**src/handshake_ack_receiver_unit_macros.svh**
```systemverilog
// assertion macros for the handshake ack receiver
`ifndef HANDSHAKE_ACK_RECEIVER_UNIT_MACROS_SVH
`define HANDSHAKE_ACK_RECEIVER_UNIT_MACROS_SVH

`ifndef NO_ASSERTIONS

// same-cycle implication, sampled on clk, off during rst
`define HAR_ASSERT_NOW(lbl, ante, cons) \
  lbl: assert property (@(posedge clk) disable iff (rst) (ante) |-> (cons)) \
    else $error("assertion failed");

// next-cycle implication, sampled on clk, off during rst
`define HAR_ASSERT_NEXT(lbl, ante, cons) \
  lbl: assert property (@(posedge clk) disable iff (rst) (ante) |=> (cons)) \
    else $error("assertion failed");

`else

`define HAR_ASSERT_NOW(lbl, ante, cons)
`define HAR_ASSERT_NEXT(lbl, ante, cons)

`endif

`endif

```
**src/hsk_pkg.sv**
```systemverilog
`timescale 1ns / 1ps
`default_nettype none

package hsk_pkg;

  // packet flag bits
  localparam logic [7:0] FL_SYN    = 8'h01;
  localparam logic [7:0] FL_ACK    = 8'h02;
  localparam logic [7:0] FL_FIN    = 8'h04;
  localparam logic [7:0] FL_DATA   = 8'h08;
  localparam logic [7:0] FL_SYNACK = FL_SYN | FL_ACK;

  // error counter ceiling
  localparam logic [15:0] ERR_MAX = 16'hFFFF;

  // command queue between front and back, depth a power of two
  localparam int QDEPTH = 2;
  localparam int QAW    = $clog2(QDEPTH);

  typedef enum logic [1:0] {
    PH_LISTEN = 2'd0,
    PH_WAIT   = 2'd1,
    PH_OPEN   = 2'd2,
    PH_CLOSED = 2'd3
  } phase_t;

  // classified packet handed from front to back
  typedef struct packed {
    logic       bad;
    logic       syn;
    logic       ack_one;
    logic       fin;
    logic       data_one;
    logic [7:0] seq;
    logic [7:0] seq_inc;
    logic [7:0] data;
  } cmd_t;

  // one result word
  typedef struct packed {
    logic        reply_valid;
    logic [7:0]  reply_ack_num;
    logic [7:0]  reply_flags;
    logic [15:0] reply_checksum;
    logic        byte_valid;
    logic [7:0]  byte_value;
    logic        checksum_bad;
    phase_t      link_phase;
    logic [6:0]  chars_taken;
    logic [15:0] bad_count;
  } res_t;

  // inverted 16-bit sum; a sum of a few bytes never carries out of 16 bits
  function automatic logic [15:0] inv_sum(input logic [10:0] sum);
    return ~{5'd0, sum};
  endfunction

endpackage

`default_nettype wire

```
**src/hsk_front.sv**
```systemverilog
`timescale 1ns / 1ps
`default_nettype none

module hsk_front (
  input  wire logic        clk,
  input  wire logic        rst,
  input  wire logic        in_valid,
  output logic             in_ready,
  input  wire logic [7:0]  rx_seq,
  input  wire logic [7:0]  rx_ack_num,
  input  wire logic [7:0]  rx_flags,
  input  wire logic [7:0]  rx_len,
  input  wire logic [7:0]  rx_data,
  input  wire logic [15:0] rx_checksum,
  output logic             cmd_valid,
  output hsk_pkg::cmd_t    cmd,
  input  wire logic        cmd_ready
);
  import hsk_pkg::*;

  logic [10:0] sum;
  cmd_t        cls;

  // checksum check and flag decode
  always_comb begin
    sum = 11'(rx_seq) + 11'(rx_ack_num) + 11'(rx_flags) + 11'(rx_len) + 11'(rx_data);
    cls.bad      = (inv_sum(sum) != rx_checksum);
    cls.syn      = ((rx_flags & FL_SYN) != 8'd0);
    cls.ack_one  = ((rx_flags & FL_ACK) != 8'd0) && (rx_ack_num == 8'd1);
    cls.fin      = ((rx_flags & FL_FIN) != 8'd0);
    cls.data_one = ((rx_flags & FL_DATA) != 8'd0) && (rx_len == 8'd1);
    cls.seq      = rx_seq;
    cls.seq_inc  = rx_seq + 8'd1;
    cls.data     = rx_data;
  end

  assign in_ready = !cmd_valid || cmd_ready;

  // classify stage valid
  always_ff @(posedge clk) begin
    if (rst) begin
      cmd_valid <= 1'b0;
    end else if (in_ready) begin
      cmd_valid <= in_valid;
    end
  end

  // classify stage payload
  always_ff @(posedge clk) begin
    if (in_valid && in_ready) begin
      cmd <= cls;
    end
  end

endmodule

`default_nettype wire

```
**src/hsk_queue.sv**
```systemverilog
`timescale 1ns / 1ps
`default_nettype none

module hsk_queue (
  input  wire logic          clk,
  input  wire logic          rst,
  input  wire logic          push_valid,
  output logic               push_ready,
  input  wire hsk_pkg::cmd_t push_data,
  output logic               pop_valid,
  input  wire logic          pop_ready,
  output hsk_pkg::cmd_t      pop_data
);
  import hsk_pkg::*;

  cmd_t           mem [QDEPTH];
  logic [QAW-1:0] wr_ptr;
  logic [QAW-1:0] rd_ptr;
  logic [QAW:0]   count;
  logic           push;
  logic           pop;

  assign push_ready = (count != (QAW+1)'(QDEPTH));
  assign pop_valid  = (count != '0);
  assign push       = push_valid && push_ready;
  assign pop        = pop_valid && pop_ready;
  assign pop_data   = mem[rd_ptr];

  // pointers and fill count
  always_ff @(posedge clk) begin
    if (rst) begin
      wr_ptr <= '0;
      rd_ptr <= '0;
      count  <= '0;
    end else begin
      if (push) begin
        wr_ptr <= wr_ptr + 1'b1;
      end
      if (pop) begin
        rd_ptr <= rd_ptr + 1'b1;
      end
      if (push && !pop) begin
        count <= count + 1'b1;
      end else if (pop && !push) begin
        count <= count - 1'b1;
      end
    end
  end

  // storage
  always_ff @(posedge clk) begin
    if (push) begin
      mem[wr_ptr] <= push_data;
    end
  end

endmodule

`default_nettype wire

```
**src/hsk_back.sv**
```systemverilog
`timescale 1ns / 1ps
`default_nettype none

module hsk_back #(
  parameter int MSG_CAP = 99
) (
  input  wire logic          clk,
  input  wire logic          rst,
  input  wire logic          cmd_valid,
  output logic               cmd_ready,
  input  wire hsk_pkg::cmd_t cmd,
  output logic               out_valid,
  input  wire logic          out_ready,
  output hsk_pkg::res_t      res
);
  import hsk_pkg::*;

  phase_t      phase;
  phase_t      phase_next;
  logic [7:0]  exp_seq;
  logic [7:0]  exp_seq_next;
  logic [6:0]  char_total;
  logic [6:0]  char_total_next;
  logic [15:0] err_total;
  logic [15:0] err_total_next;
  res_t        res_next;
  logic        take;

  assign cmd_ready = !out_valid || out_ready;
  assign take      = cmd_valid && cmd_ready;

  // link state register
  always_ff @(posedge clk) begin
    if (rst) begin
      phase      <= PH_LISTEN;
      exp_seq    <= 8'd1;
      char_total <= '0;
      err_total  <= '0;
    end else if (take) begin
      phase      <= phase_next;
      exp_seq    <= exp_seq_next;
      char_total <= char_total_next;
      err_total  <= err_total_next;
    end
  end

  // next state and result word
  always_comb begin
    phase_next      = phase;
    exp_seq_next    = exp_seq;
    char_total_next = char_total;
    err_total_next  = err_total;
    res_next        = '0;

    if (phase != PH_CLOSED) begin
      res_next.checksum_bad = cmd.bad;
      if (cmd.bad) begin
        if (err_total != ERR_MAX) begin
          err_total_next = err_total + 16'd1;
        end
        if (phase == PH_WAIT) begin
          phase_next = PH_LISTEN;
        end
      end else begin
        unique case (phase)
          PH_LISTEN: begin
            if (cmd.syn) begin
              res_next.reply_valid   = 1'b1;
              res_next.reply_ack_num = cmd.seq_inc;
              res_next.reply_flags   = FL_SYNACK;
              phase_next             = PH_WAIT;
            end
          end
          PH_WAIT: begin
            phase_next = cmd.ack_one ? PH_OPEN : PH_LISTEN;
          end
          PH_OPEN: begin
            if (cmd.fin) begin
              res_next.reply_valid   = 1'b1;
              res_next.reply_ack_num = cmd.seq_inc;
              res_next.reply_flags   = FL_ACK;
              phase_next             = PH_CLOSED;
            end else if (cmd.data_one) begin
              // in-order byte: store while room, always advance
              if (cmd.seq == exp_seq) begin
                if (char_total < 7'(MSG_CAP)) begin
                  char_total_next     = char_total + 7'd1;
                  res_next.byte_valid = 1'b1;
                  res_next.byte_value = cmd.data;
                end
                exp_seq_next = exp_seq + 8'd1;
              end
              // cumulative or duplicate ack
              res_next.reply_valid   = 1'b1;
              res_next.reply_ack_num = exp_seq_next;
              res_next.reply_flags   = FL_ACK;
            end
          end
          default: begin
          end
        endcase
      end
    end

    if (res_next.reply_valid) begin
      res_next.reply_checksum =
        inv_sum(11'(res_next.reply_ack_num) + 11'(res_next.reply_flags));
    end
    res_next.link_phase  = phase_next;
    res_next.chars_taken = char_total_next;
    res_next.bad_count   = err_total_next;
  end

  // output register valid
  always_ff @(posedge clk) begin
    if (rst) begin
      out_valid <= 1'b0;
    end else if (take) begin
      out_valid <= 1'b1;
    end else if (out_ready) begin
      out_valid <= 1'b0;
    end
  end

  // output register payload
  always_ff @(posedge clk) begin
    if (take) begin
      res <= res_next;
    end
  end

endmodule

`default_nettype wire

```
**src/handshake_ack_receiver_unit.sv**
```systemverilog
`timescale 1ns / 1ps
`default_nettype none

// channel   handshake             payload
// in        in_valid / in_ready   rx_seq rx_ack_num rx_flags rx_len rx_data rx_checksum
// out       out_valid / out_ready reply_* byte_* checksum_bad link_phase chars_taken bad_count
//
// one packet per cycle sustained while out is not stalled; each packet yields exactly one result word
// path: classify register, queue slot, link state update into the output register
// rst (synchronous) returns the link to listen, expected sequence 1, counters 0
// a two-word command queue lets the classify stage keep taking packets while out is stalled
// in_ready drops only once the queue and the classify register are both full

module handshake_ack_receiver_unit #(
  parameter int MSG_CAP = 99
) (
  input  wire logic        clk,
  input  wire logic        rst,
  input  wire logic        in_valid,
  output logic             in_ready,
  input  wire logic [7:0]  rx_seq,
  input  wire logic [7:0]  rx_ack_num,
  input  wire logic [7:0]  rx_flags,
  input  wire logic [7:0]  rx_len,
  input  wire logic [7:0]  rx_data,
  input  wire logic [15:0] rx_checksum,
  output logic             out_valid,
  input  wire logic        out_ready,
  output logic             reply_valid,
  output logic [7:0]       reply_ack_num,
  output logic [7:0]       reply_flags,
  output logic [15:0]      reply_checksum,
  output logic             byte_valid,
  output logic [7:0]       byte_value,
  output logic             checksum_bad,
  output logic [1:0]       link_phase,
  output logic [6:0]       chars_taken,
  output logic [15:0]      bad_count
);
  import hsk_pkg::*;

`include "handshake_ack_receiver_unit_macros.svh"

  logic f_valid;
  logic f_ready;
  cmd_t f_cmd;
  logic q_valid;
  logic q_ready;
  cmd_t q_cmd;
  res_t res;

  // accept and classify
  hsk_front u_front (
    .clk         (clk),
    .rst         (rst),
    .in_valid    (in_valid),
    .in_ready    (in_ready),
    .rx_seq      (rx_seq),
    .rx_ack_num  (rx_ack_num),
    .rx_flags    (rx_flags),
    .rx_len      (rx_len),
    .rx_data     (rx_data),
    .rx_checksum (rx_checksum),
    .cmd_valid   (f_valid),
    .cmd         (f_cmd),
    .cmd_ready   (f_ready)
  );

  // command queue
  hsk_queue u_queue (
    .clk        (clk),
    .rst        (rst),
    .push_valid (f_valid),
    .push_ready (f_ready),
    .push_data  (f_cmd),
    .pop_valid  (q_valid),
    .pop_ready  (q_ready),
    .pop_data   (q_cmd)
  );

  // link state and result
  hsk_back #(
    .MSG_CAP (MSG_CAP)
  ) u_back (
    .clk       (clk),
    .rst       (rst),
    .cmd_valid (q_valid),
    .cmd_ready (q_ready),
    .cmd       (q_cmd),
    .out_valid (out_valid),
    .out_ready (out_ready),
    .res       (res)
  );

  // result fields
  assign reply_valid    = res.reply_valid;
  assign reply_ack_num  = res.reply_ack_num;
  assign reply_flags    = res.reply_flags;
  assign reply_checksum = res.reply_checksum;
  assign byte_valid     = res.byte_valid;
  assign byte_value     = res.byte_value;
  assign checksum_bad   = res.checksum_bad;
  assign link_phase     = res.link_phase;
  assign chars_taken    = res.chars_taken;
  assign bad_count      = res.bad_count;

  // a stored byte is always acknowledged on an open link
  `HAR_ASSERT_NOW(a_byte_acked, out_valid && byte_valid, reply_valid && (link_phase == PH_OPEN))
  // a failed packet produces neither reply nor byte
  `HAR_ASSERT_NOW(a_bad_silent, out_valid && checksum_bad, !reply_valid && !byte_valid)
  // a syn-ack moves the link to awaiting the final ack
  `HAR_ASSERT_NOW(a_synack_wait, out_valid && reply_valid && (reply_flags == FL_SYNACK),
                  link_phase == PH_WAIT)
  // a word leaving the classify stage is taken by the queue when it has room
  `HAR_ASSERT_NEXT(a_queue_take, f_valid && f_ready && !(in_valid && in_ready), !f_valid)

endmodule

`default_nettype wire
```
**config.mk**
```make
export PLATFORM = sky130hd
export DESIGN_NAME = handshake_ack_receiver_unit
export DESIGN_NICKNAME = d
export VERILOG_FILES = /design/src/hsk_pkg.sv /design/src/hsk_front.sv /design/src/hsk_queue.sv /design/src/hsk_back.sv /design/src/handshake_ack_receiver_unit.sv
export VERILOG_INCLUDE_DIRS = /design/src /design/src/src
export SDC_FILE = /design/constraint.sdc
export NUM_CORES = 1
export LEC_CHECK = 0
export BUFFER_PORTS_ARGS = -buffer_cell sky130_fd_sc_hd__buf_2
export CAP_MARGIN = 20
export CORE_ASPECT_RATIO = 1.75
export CORE_MARGIN = 4
export CORE_UTILIZATION = 57
export DETAILED_ROUTE_END_ITERATION = 6
export PLACE_DENSITY = 0.77
export SLEW_MARGIN = 20
export SYNTH_ARGS = -nofsm -noshare
export SYNTH_HDL_FRONTEND = slang
export SYNTH_SLANG_ARGS = --single-unit
```
**constraint.sdc**
```tcl
create_clock -name clk -period 5.2 [get_ports clk]
set_input_delay 0.26 -clock clk [delete_from_list [all_inputs] [get_ports clk]]
set_output_delay 0.26 -clock clk [all_outputs]
set_load 0.02 [all_outputs]
```
# After elaboration in Yosys (flattened, before gate mapping)
# Memories as Yosys holds them, arrays and structs flattened. A register that Yosys moved wholly into a read port is not among the register bits.
# Cells that the tools add are included.
dict set report word_totals {
  mem_count 1
  ff_bits 136
  latch_bits 0
  inputBits 60
  word_cells 113
  mem_bits_ro 0
  ramBits 58
  out_inout_bits 70
}
dict set report classes {
  n_reduce_logical 20
  add_sub_neg 13
  n_div 0
  multipliers 0
  n_shift 0
  muxes 33
  n_bitwise 9
  eq_ne 9
  magnitude_cmp 1
}
# memory depth word_bits read_ports rd_clocked_by_memory_dff write_ports line_no
set memory_table {}
lappend memory_table {u_queue.mem 2 29 1 1 1 hsk_queue.sv:16} ;# cmd_t mem [QDEPTH];
# cell count
set ops {}
lappend ops {{17-bit 2-to-1 mux} 5}
lappend ops {{7-bit 2-to-1 mux} 7}
lappend ops {{16-bit 2-to-1 mux} 3}
lappend ops {{17-bit one-hot mux with 2 select lines} 1}
lappend ops {{11-bit by 8-bit adder with 11-bit output} 3}
lappend ops {{11-bit NOT with 16-bit output} 2}
lappend ops {{8-bit by 8-bit adder with 9-bit output} 2}
lappend ops {{16-bit by 1-bit adder with 16-bit output (second input constant)} 1}
lappend ops {{8-bit by 1-bit adder with 8-bit output (second input constant)} 2}
lappend ops {{8-bit by 1-bit == test with 1-bit output (second input constant)} 2}
lappend ops {{2-bit 2-to-1 mux} 8}
lappend ops {{16-bit != test} 1}
lappend ops {{16-bit != test (second input constant)} 1}
lappend ops {{9-bit 2-to-1 mux} 1}
lappend ops {{8-bit == test} 1}
lappend ops {{8-bit 2-to-1 mux} 1}
lappend ops {{7-bit by 1-bit adder with 7-bit output (second input constant)} 1}
lappend ops {{1-bit logical AND} 7}
lappend ops {{7-bit less-than comparator (second input constant)} 1}
lappend ops {{1-bit NOT} 7}
lappend ops {{7-bit OR reduction} 1}
lappend ops {{1-bit 2-to-1 mux} 6}
lappend ops {{2-bit one-hot mux with 3 select lines} 1}
lappend ops {{6-bit AND reduction} 1}
lappend ops {{other kinds (11)} 19}

# Longest topological paths before layout
dict set report logic_depth {
  word_depth 9
  mapped_depth 19
  depth_no_buf 19
}

# Modules after synthesis
# A second synthesis with hierarchy kept.
dict set report unflattened {
  cells_unflattened 703
  area_unflattened_um2 8916.1
}
# mod instances area_each_um2 seq_area_each_um2 cells_each
set modules_own_cells {}
lappend modules_own_cells {hsk_back 1 4430.5 2332.2 420}
lappend modules_own_cells {hsk_queue 1 2311.0 1841.8 114}
lappend modules_own_cells {hsk_front 1 2174.6 890.9 169}

# Worst setup path after synthesis
# Ideal clock, no wire load.
dict set report synth_timing {
  kind {input to register}
  start {in rx_seq[1]}
  end {reg u_front.cmd[28] (netlist bit), data pin}
  path_buffers 0
  path_stages 18
  setup_time_ns 0.263
  path_slack_ns 1.392
  arrival_time_ns 3.545
  t_required_ns 4.937
  path_cell_list {ha_1 -> a21o_1 -> a21oi_1 -> o21ai_0 -> a21oi_1 -> nor2_1 -> o21ai_0 -> nand2b_1 -> xnor2_1 -> fa_1 -> inv_1 -> fa_1 -> ha_1 -> a21oi_1 -> o21ai_0 -> xnor2_1 -> o221ai_1 -> nand3_1}
}
# item line_no
set synth_rtl {}
lappend synth_rtl {{start, declared} handshake_ack_receiver_unit.sv:21} ;# input wire logic [7:0] rx_seq,
lappend synth_rtl {{end signal, assigned} hsk_front.sv:51} ;# cmd <= cls;
lappend synth_rtl {{end, declared} hsk_front.sv:16} ;# output hsk_pkg::cmd_t cmd,

==> flow_summary.yaml <==
pwr:
  p_int_w: 0.003142
  ir_drop_mv: 0.2137
  p_seq_share_pct: 42.1
  leakage_nw: 4.036
  swShare_pct: 32.96
  pwr_density_cell_mw_per_mm2: 459.0
  p_sw_w: 0.001545
  combPwrFrac_pct: 29.4
  finalPower_w: 0.004687
  pwr-share-clk_pct: 28.5
die:
  core_area_sq_mm: 0.01531
  ios: 130
  die_w_um: 102.3
  die_h_um: 173.1
  dieArea_sq_mm: 0.01772
  num_rows: 60
  initial_core_util_pct: 57.97
setup_path:
  worstPathMaxFanout: 5
  reg2reg_depth: 13
  cp.required_ps: 5370
  worstPathArrival_ps: 4080
  cp-end-kind: "flip-flop"
  worst_setup_path_start_kind: "primary input"
  critPathKind: "in -> reg"
flow_run:
  cap_violations: 0
detailed_routing:
  firstDrtPassIters: 5
  top_layer: "met4"
  dr_wl_met2_um: 10030
  post-route-drc-count: 0
  dr_wl_met3_um: 738
  via_per_inst: 5.462
  drt_iter0_drc: 207
  met1_length_um: 6262
  vias: 5762
  ant_nets: 0
  wire_per_inst_um: 16.73
  wirelength_um: 17650
synth:
  async_flop_share_pct: 0
  yosysSeqAreaShare_pct: 57.05
  syn_area_per_cell_sq_um: 12.03
  syn-instance-count: 738
  syn_area_sq_mm: 0.008879
  synth_warnings: 0
  ys_seq_elements: 182
  synth.distinct_cells: 61
  synth_ff_type: "edfxtp_1"
  synth-edff-count: 142
timing:
  clock.fmax_ghz: 0.2556
  fin_crit_ps: 3913
  hold_violations: 0
  setup_viol: 0
  rsz0062_at_grt: "no"
  fin_setup_tns_ps: 0
  finalClockSkew_ps: 16.40
  period_share_pct: 75.24
  finalMaxSlewViolations: 0
  slew_headroom_pct: 44.34
  tightest_slew_ps: 824.0
status:
  outcome: "finished clean"
finish:
  mostFrequentLayoutCells: "edfxtp_1 (142), buf_2 (123), nor2_1 (62)"
  n_antenna_cell: 0
  layout-drive-gt1-share_pct: 21.29
  layout.cells.non_filler: 1055
  fin_util_pct: 66.67
  syn_to_final_growth_pct: 15.01
  fin_area_sq_mm: 0.01021
  fill_cells: 1175
  finalNetCount: 959
  final_common_cell: "edfxtp_1"
grt:
  grt_max_degree: 57
  first_global_vias: 6069
  grt_remaining_overflow: 0
  antenna_found_initial: 0
  grt_pass1_wl_um: 29070
  grt_usage_pct: 20.93
clock_tree:
  clkTransAtPathRegs_ps: 70
  cts-hold-fix-buffers: 0
  cts_tree: "yes"
  worstSkewPairLatency_ps: 430
  clk_path_buf_depth: 2
  clock-root-buffer: "clkbuf_16"
  cts_resized: 0
  htreeDepth: 4
  cts_inserted_buffers: 17
  cts.sinks: 182
  post_cts_buffers: 0
placed_design:
  io_buffers: 123
  placed_area_sq_mm: 0.009594
  dp.final_hpwl_um: 13440
  routabilityCongestion: 0.8513
  place_inst: 1023
worst_hold_path:
  hold_path_class: "in -> reg"
  holdPathStages: 1
-- flip-flops by register name, indices dropped and copies added, names as in the netlist, named ones only --
name	cells
u_queue.mem	58
u_front.cmd_valid	1
u_queue.rd_ptr	1
u_front.cmd	29
u_back.out_valid	1
u_back.exp_seq	8
u_back.char_total	7
u_queue.count	2
u_back.err_total	16
u_back.res	55
u_queue.wr_ptr	1
u_back.phase	2
-- final timing paths --
kind                             start                           end  slack (ps)
max                          rx_seq[1]     u_front.cmd[28]$_DFFE_PP_        1290
min                         rx_data[0]      u_front.cmd[0]$_DFFE_PP_          40
max reg2reg                  flip-flop  u_back.res[42]$_SDFFCE_PN0P_        1390
min reg2reg  u_front.cmd[21]$_DFFE_PP_  u_queue.mem[1][21]$_DFFE_PP_         440
-- area by class of cell --
type | count | area [sq um] | area share [%]
clock buffer | 18 | 429.2 | 4.203
clock inverter | 14 | 187.7 | 1.838
inverter | 57 | 214.0 | 2.095
multi-input combinational | 466 | 3400 | 33.29
sequential | 182 | 5065 | 49.60
tap | 186 | 232.7 | 2.279
timing repair buffer | 132 | 683.2 | 6.690
-- kinds of logic after synthesis --
| group | after synthesis | synth area share, % |
|---|---|---|
| compound gates | 88 | 6.553 |
| flops | 182 | 57.05 |
| mux | 33 | 3.805 |
| other cells | 1 | 0.04224 |
| simple gates | 222 | 12.77 |
| xor+xnor | 74 | 7.300 |
| fa+ha+maj | 43 | 7.582 |
| buf+inv | 95 | 4.904 |
-- per-layer routing --
| metal | track usage (%) | vias to the layer above |
|---|---|---|
| met1 | 22.24 | 2746 |
| met4 | 9.195 | 0 |
| met5 | 0 | - |
| li1 | - | 2814 |
| met3 | 3.189 | 44 |
| met2 | 39.31 | 158 |
-- power by group through the flow --
stage	Combinational [W]	Sequential, W	Clock, W
3_3_place_gp	0.00136	0.00200	0
3_5_place_dp	0.00139	0.00201	0
6_report	0.00138	0.00197	0.00133
4_1_cts	0.00140	0.00198	0.00135
2_1_floorplan	0.000843	0.00218	0
5_1_grt	0.00151	0.00200	0.00142
-- worst max-delay path, cell delays in order --
cell and delay [ps]:
buf_2 130, ha_1 290, a21o_1 170, a21oi_1 220, o21ai_0 110, a21oi_1 220
nor2_1 60, o21ai_0 160, nand2b_1 90, xnor2_1 170, fa_1 440, inv_1 110
fa_1 430, ha_1 360, nand2_1 60, o21ai_0 370, xnor2_1 120, o221ai_1 180
nand3_1 90
-- stage by stage --
step | hold slack (ps) | worst slack, ps
3_3_place_gp | 423.7 | 1045
3_5_place_dp | 432.8 | 861.8
2_1_floorplan | 358.9 | 1392
6_report | 44.11 | 1287
4_1_cts | 31.29 | 1300
5_1_grt | 23.91 | 928.8
-- synthesized netlist by cell type (2+ instances only) --
cell type / n / area (sq um)
buf_1: 2 / 7.510
nor2b_1: 2 / 12.51
nor3b_4: 2 / 37.54
nor4_1: 4 / 25.02
nand3_1: 27 / 135.1
or3_1: 9 / 56.30
nand2b_1: 11 / 68.82
o21a_1: 2 / 15.01
xor2_1: 27 / 236.5
a21oi_1: 30 / 150.1
and2_1: 3 / 18.77
buf_4: 14 / 105.1
mux2i_1: 27 / 270.3
a211oi_1: 3 / 22.52
ha_1: 25 / 312.8
o21ai_1: 2 / 10.01
nor3_1: 16 / 80.08
a41oi_1: 3 / 26.28
buf_2: 2 / 10.01
a31oi_1: 4 / 25.02
and3_1: 12 / 75.07
clkbuf_1: 18 / 67.56
o21bai_1: 3 / 22.52
fa_1: 18 / 360.4
a21o_1: 8 / 60.06
edfxtp_1: 142 / 4264
a211oi_4: 2 / 40.04
xnor2_1: 47 / 411.6
inv_1: 56 / 210.2
o21ai_0: 17 / 85.08
or4_1: 2 / 15.01
nor4_2: 3 / 37.54
mux2_2: 6 / 67.56
nand4_1: 5 / 31.28
nor2_1: 63 / 236.5
dfxtp_1: 40 / 800.8
or2_2: 3 / 18.77
nor4_4: 2 / 42.54
nor3b_1: 2 / 15.01
nand2_1: 52 / 195.2
nand3b_1: 2 / 15.01
(Power assumes the default switching activity.)
